### config.mk
export PLATFORM = sky130hd
export DESIGN_NAME = gcr_ctrl
export DESIGN_NICKNAME = d
export VERILOG_FILES = /design/src/rtl/core/gcr_pkg.sv /design/src/rtl/core/gcr_ctrl.sv
export SDC_FILE = /design/constraint.sdc
export NUM_CORES = 1
export LEC_CHECK = 0
export BUFFER_PORTS_ARGS = -buffer_cell sky130_fd_sc_hd__buf_2
export CAP_MARGIN = 20
export CORE_AREA = 4 4 41 43
export CTS_CLUSTER_DIAMETER = 100
export DETAILED_ROUTE_END_ITERATION = 6
export DIE_AREA = 0 0 45 47
export RECOVER_POWER = 100
export SLEW_MARGIN = 20
export SYNTH_ARGS = -nofsm -noshare
export SYNTH_HDL_FRONTEND = slang
export SYNTH_SLANG_ARGS = --single-unit
### constraint.sdc
create_clock -name clk -period 1.3 [get_ports clk]
set_input_delay 0.13 -clock clk [delete_from_list [all_inputs] [get_ports clk]]
set_output_delay 0.13 -clock clk [all_outputs]
set_load 0.01 [all_outputs]
### src/rtl/core/gcr_pkg.sv
// gcr_pkg: shared constants, widths and controller/datapath types
// for the grid ray caster. no dependencies.

package gcr_pkg;

  // map and number formats
  localparam int MAP_SIDE  = 8;
  localparam int FRAC_W    = 16;
  localparam int COORD_W   = 24;
  localparam int DIR_W     = 18;
  localparam int POS_W     = 26;
  localparam int REL_W     = 23;
  localparam int SQ_W      = 2 * REL_W;
  localparam int OFF_W     = FRAC_W + 2;
  localparam int PROD_W    = 2 * OFF_W;
  localparam int MAG_W     = PROD_W - 2;
  localparam int QUO_W     = FRAC_W + 1;
  localparam int REM_W     = DIR_W + 1;
  localparam int ROW_W     = 3;
  localparam int BIT_W     = 6;
  localparam int STEP_CAP  = 64;
  localparam int STEP_W    = 7;
  localparam int DCNT_W    = 5;
  localparam int MAP_W     = 64;
  localparam int MAXD_W    = 4;
  localparam int CFG_IDX_W = 1;

  // register indexes
  localparam logic [CFG_IDX_W-1:0] CFG_CELL_MAP = 1'b0;
  localparam logic [CFG_IDX_W-1:0] CFG_MAX_DIST = 1'b1;

  // controller to datapath commands
  typedef struct packed {
    logic load;
    logic sq;
    logic chk;
    logic sel;
    logic div_step;
    logic upd;
    logic hit_chk;
    logic out_load;
  } gcr_cmd_t;

  // datapath to controller status
  typedef struct packed {
    logic stop;
    logic div_last;
    logic hit;
    logic out_free;
  } gcr_stat_t;

endpackage

### src/rtl/core/gcr_ctrl.sv
// gcr_ctrl: state machine that sequences one ray walk step by step.
// depends on gcr_pkg.

module gcr_ctrl (
  input  logic               clk,
  input  logic               rst_n,
  input  logic               in_valid,
  output logic               in_ready,
  input  gcr_pkg::gcr_stat_t stat,
  output gcr_pkg::gcr_cmd_t  cmd
);
  import gcr_pkg::*;

  localparam logic [2:0] S_IDLE = 3'd0;
  localparam logic [2:0] S_SQ   = 3'd1;
  localparam logic [2:0] S_CHK  = 3'd2;
  localparam logic [2:0] S_SEL  = 3'd3;
  localparam logic [2:0] S_DIV  = 3'd4;
  localparam logic [2:0] S_UPD  = 3'd5;
  localparam logic [2:0] S_HIT  = 3'd6;
  localparam logic [2:0] S_OUT  = 3'd7;

  logic [2:0] state_r, state_nxt;

  assign in_ready = (state_r == S_IDLE);

  // next state and commands
  always_comb begin
    state_nxt = state_r;
    cmd       = '0;
    unique case (state_r)
      S_IDLE: begin
        if (in_valid) begin
          cmd.load  = 1'b1;
          state_nxt = S_SQ;
        end
      end
      S_SQ: begin
        cmd.sq    = 1'b1;
        state_nxt = S_CHK;
      end
      S_CHK: begin
        cmd.chk   = 1'b1;
        state_nxt = stat.stop ? S_OUT : S_SEL;
      end
      S_SEL: begin
        cmd.sel   = 1'b1;
        state_nxt = S_DIV;
      end
      S_DIV: begin
        cmd.div_step = 1'b1;
        if (stat.div_last) state_nxt = S_UPD;
      end
      S_UPD: begin
        cmd.upd   = 1'b1;
        state_nxt = S_HIT;
      end
      S_HIT: begin
        cmd.hit_chk = 1'b1;
        state_nxt   = stat.hit ? S_OUT : S_SQ;
      end
      S_OUT: begin
        if (stat.out_free) begin
          cmd.out_load = 1'b1;
          state_nxt    = S_IDLE;
        end
      end
      default: state_nxt = S_IDLE;
    endcase
  end

  always_ff @(posedge clk) begin
    if (!rst_n) state_r <= S_IDLE;
    else        state_r <= state_nxt;
  end

endmodule

==> flow_summary.rst <==
.. list-table::
   :header-rows: 1

   * - Metric
     - Value
   * - Post-route minimum period
     - between 1 and 1.5 ns
   * - Avg Vias per Cell
     - a little over 4
   * - Maximum root-to-sink buffer count
     - 2
   * - Most flop-heavy register
     - state_r
   * - Total length of routed wires
     - approximately 630 um
   * - Area of combinational cells with multiple inputs
     - between 150 and 200 um2
   * - Maximum level of the CTS H-tree
     - 1
   * - Number of violations reported at the end of detailed-routing iteration 0
     - 6
   * - Final-stage net count
     - 58
   * - Detailed-route wire length per cell
     - a little under 10 um
   * - Y dimension of the die
     - approximately 47 um
   * - Die Area
     - about 2100 um2
   * - Hold Fails Final Rpt
     - 0
   * - CTS buffer count
     - 3
   * - Total power density per cell area
     - ~1600 nW/um2
   * - Startpoint-to-endpoint class of the critical path
     - reg -> out
   * - Synthesis Warnings
     - 0
   * - Critical Path Sink
     - cmd[7]
   * - Number of filler instances in the final layout
     - ~150
   * - Total negative setup slack
     - 0 ns
   * - Hold path depth
     - 3
   * - Count of vias placed by the detailed router
     - 265
   * - Worst slew margin relative to its limit
     - between 80% and 90%
   * - Layout Utilization
     - slightly below 30%
   * - Average cell area after synthesis
     - 7.911 um2
   * - CTS tree
     - built
   * - Post-layout instance area
     - ~380 um2
   * - R2r endpoint
     - state_r[2]$_SDFFE_PN0P_
   * - Cell at the root of the clock tree
     - sky130_fd_sc_hd__clkbuf_4
   * - Setup ws final
     - approximately 0.033 ns
   * - Pins over their slew limit
     - 0
   * - Type of the tightest min-delay check
     - in -> reg
   * - Startpoint of the worst-slack reg-to-reg timing path
     - state_r[2]$_SDFFE_PN0P_
   * - #FFs+latches synth
     - 3
   * - Peak VDD IR
     - approximately 0.0006 V
   * - Max Freq
     - just under 800 MHz
   * - Crit-path max FO
     - 6
   * - Initial antenna violation count
     - 0
   * - Largest registers ranked by flip-flop count
     - state_r: 3 flops
   * - Antenna Diode Count
     - 0
   * - Syn Nets
     - 38
   * - Core Rows
     - 13
   * - Largest register FFs
     - 3
   * - Setup slack on the worst flop-to-flop path
     - about 0.11 ns
   * - Clk slew on worst S/H paths
     - 0.04 ns
   * - Reported max-cap violation count
     - 0
   * - Number of failing setup endpoints in the final timing report
     - 0
   * - Placer congestion estimate
     - 0.7306
   * - Post-placement cell area
     - 342.8 um2
   * - Result of the run
     - finished clean
   * - Worst path required time
     - about 1.2 ns
   * - Area occupied by registers
     - approximately 64 um2
   * - Via count of the first global-routing pass
     - between 200 and 300
   * - # IOs
     - 16
   * - Critical Path Source
     - state_r[2]$_SDFFE_PN0P_
   * - Area of the mapped netlist
     - roughly 250 um2
   * - HPWL after DPL
     - between 500 and 600 um
   * - Leak Pwr
     - ~0.19 nW
   * - Setup Skew
     - ~0.0012 ns
   * - P&R area growth vs syn
     - 56.12%
   * - Die width
     - ~45 um
   * - Sequential-to-total area share from yosys stat
     - between 20 and 25%
   * - DR pass1 iterations
     - 4
   * - Dominant register cell in the synthesized netlist
     - sky130_fd_sc_hd__dfxtp_1
   * - Start point of the worst min-delay path
     - rst_n
   * - Worst-margin pin slew
     - ~0.28 ns
   * - Fraction of registers with async set/reset
     - 0%
   * - Congestion Overflow GR
     - 0
   * - Number of flops mapped to enable cells by yosys
     - 0
   * - Quantity of I/O buffers inserted on ports
     - 15
   * - Critical path arrival
     - 1.14 ns
   * - Largest net degree at the start of global routing
     - 12
   * - Clock latency on the worst-skew pair
     - between 0.2 and 0.25 ns
   * - Element type at the critical path end
     - output pin
   * - Initial standard-cell utilization of the core
     - 18.85%
   * - Top post-synthesis cells by area
     - sky130_fd_sc_hd__dfxtp_1, sky130_fd_sc_hd__o32a_4, sky130_fd_sc_hd__mux2_4
   * - Worst slack on hold paths
     - 0.1458 ns
   * - Final clock period utilization by the worst path
     - a little over nine tenths
   * - Library cell with the largest summed area after synthesis
     - sky130_fd_sc_hd__dfxtp_1
   * - Buffers inserted during post-CTS setup optimization
     - 0
   * - Final routed DRC violation total
     - 0
   * - Total GRT Usage
     - under 10%
   * - Final antenna-violating net count
     - 0
   * - Synth top area share
     - 24.49%
   * - Netlist cell types
     - 21
   * - RSZ-0062 raised after global routing
     - true
   * - Commonest cells post-synth
     - sky130_fd_sc_hd__dfxtp_1, sky130_fd_sc_hd__inv_1, sky130_fd_sc_hd__nor2_1
   * - Type of origin of the critical path
     - register
   * - Depth of the worst register-to-register path
     - 3
   * - Dpl ws
     - slightly above 0.07 ns
   * - Placeable core area
     - 1301 um2
   * - Instance count of the mapped netlist
     - 31
   * - Wire length of the first global-routing pass
     - 1.048 mm
   * - Sinks on Clock Net
     - 3
   * - Ratio of cells with drive above 1 in the final layout
     - around three fifths
[cell families after synthesis]
| logic type | count (synthesis) | share of synthesized area [%] |
|---|---|---|
| AOI/OAI and AO/OA | 8 | 29.59 |
| buffers and inverters | 5 | 9.183 |
| DFF | 3 | 24.49 |
| muxes | 1 | 6.121 |
| and+or+nand+nor | 14 | 30.61 |
[critical path: stages, from the launching register on]
cell                      delay (ns)
sky130_fd_sc_hd__dfxtp_2        0.32
sky130_fd_sc_hd__buf_4          0.15
sky130_fd_sc_hd__nor3_2         0.16
sky130_fd_sc_hd__and2_1         0.15
sky130_fd_sc_hd__buf_2          0.12
[where the power goes]
group	switching, mW	internal [mW]
Combinational	0.138	0.153
Sequential	0.0488	0.122
Clock	0.0477	0.115
[per-layer routing]
metal | share of wire, % | global-route usage (%)
met1 | 44 | 7.727
met2 | 49 | 10.45
met3 | 6.6 | 6.130
met4 | 0 | 3.509
met5 | 0 | 0
[placed cells by master, fill, tap and decap left out, drive strengths merged]
| cell type | instances |
|---|---|
| nor2b | 2 |
| and2 | 3 |
| buf | 17 |
| a31oi | 1 |
| clkbuf | 4 |
| nand2b | 1 |
| and3 | 1 |
| o21ai | 2 |
| o2bb2ai | 1 |
| o32a | 1 |
| nor3 | 2 |
| a21oi | 1 |
| nand3 | 1 |
| dfxtp | 3 |
| o31ai | 1 |
| mux2 | 1 |
| nor2 | 3 |
| inv | 3 |
| a211oi | 1 |
| nand2 | 1 |
[how the worst min path moves through the flow]
stage	slack, ns	endpoint
finish	0.15	state_r[2]$_SDFFE_PN0P_
global route	0.15	state_r[2]$_SDFFE_PN0P_
CTS	0.14	state_r[2]$_SDFFE_PN0P_
detailed placement	0.39	state_r[2]$_SDFFE_PN0P_
global placement	0.38	state_r[2]$_SDFFE_PN0P_
floorplan	0.26	state_r[2]$_SDFFE_PN0P_
[metrics by stage]
stage               std cells  power, mW
floorplan                  31     0.3401
global placement           61     0.4452
detailed placement         61     0.4456
CTS                        65     0.6311
global route               65     0.6938
finish                     65     0.6237
[area by class of cell]
type,instances,area share (%)
repair buffers,17,23.53
clock buffers,4,6.863
flip-flops and latches,3,16.67
well taps,15,4.902
inverters,3,2.941
multi-input cells,23,45.10
[timing repair]
item	CTS	global route
endpoints found under the setup margin	4	6
endpoints found under the hold margin	0	0
resized for setup	3	3
hold buffers	0	0
gates cloned	0	0
(Power assumes the default switching activity.)
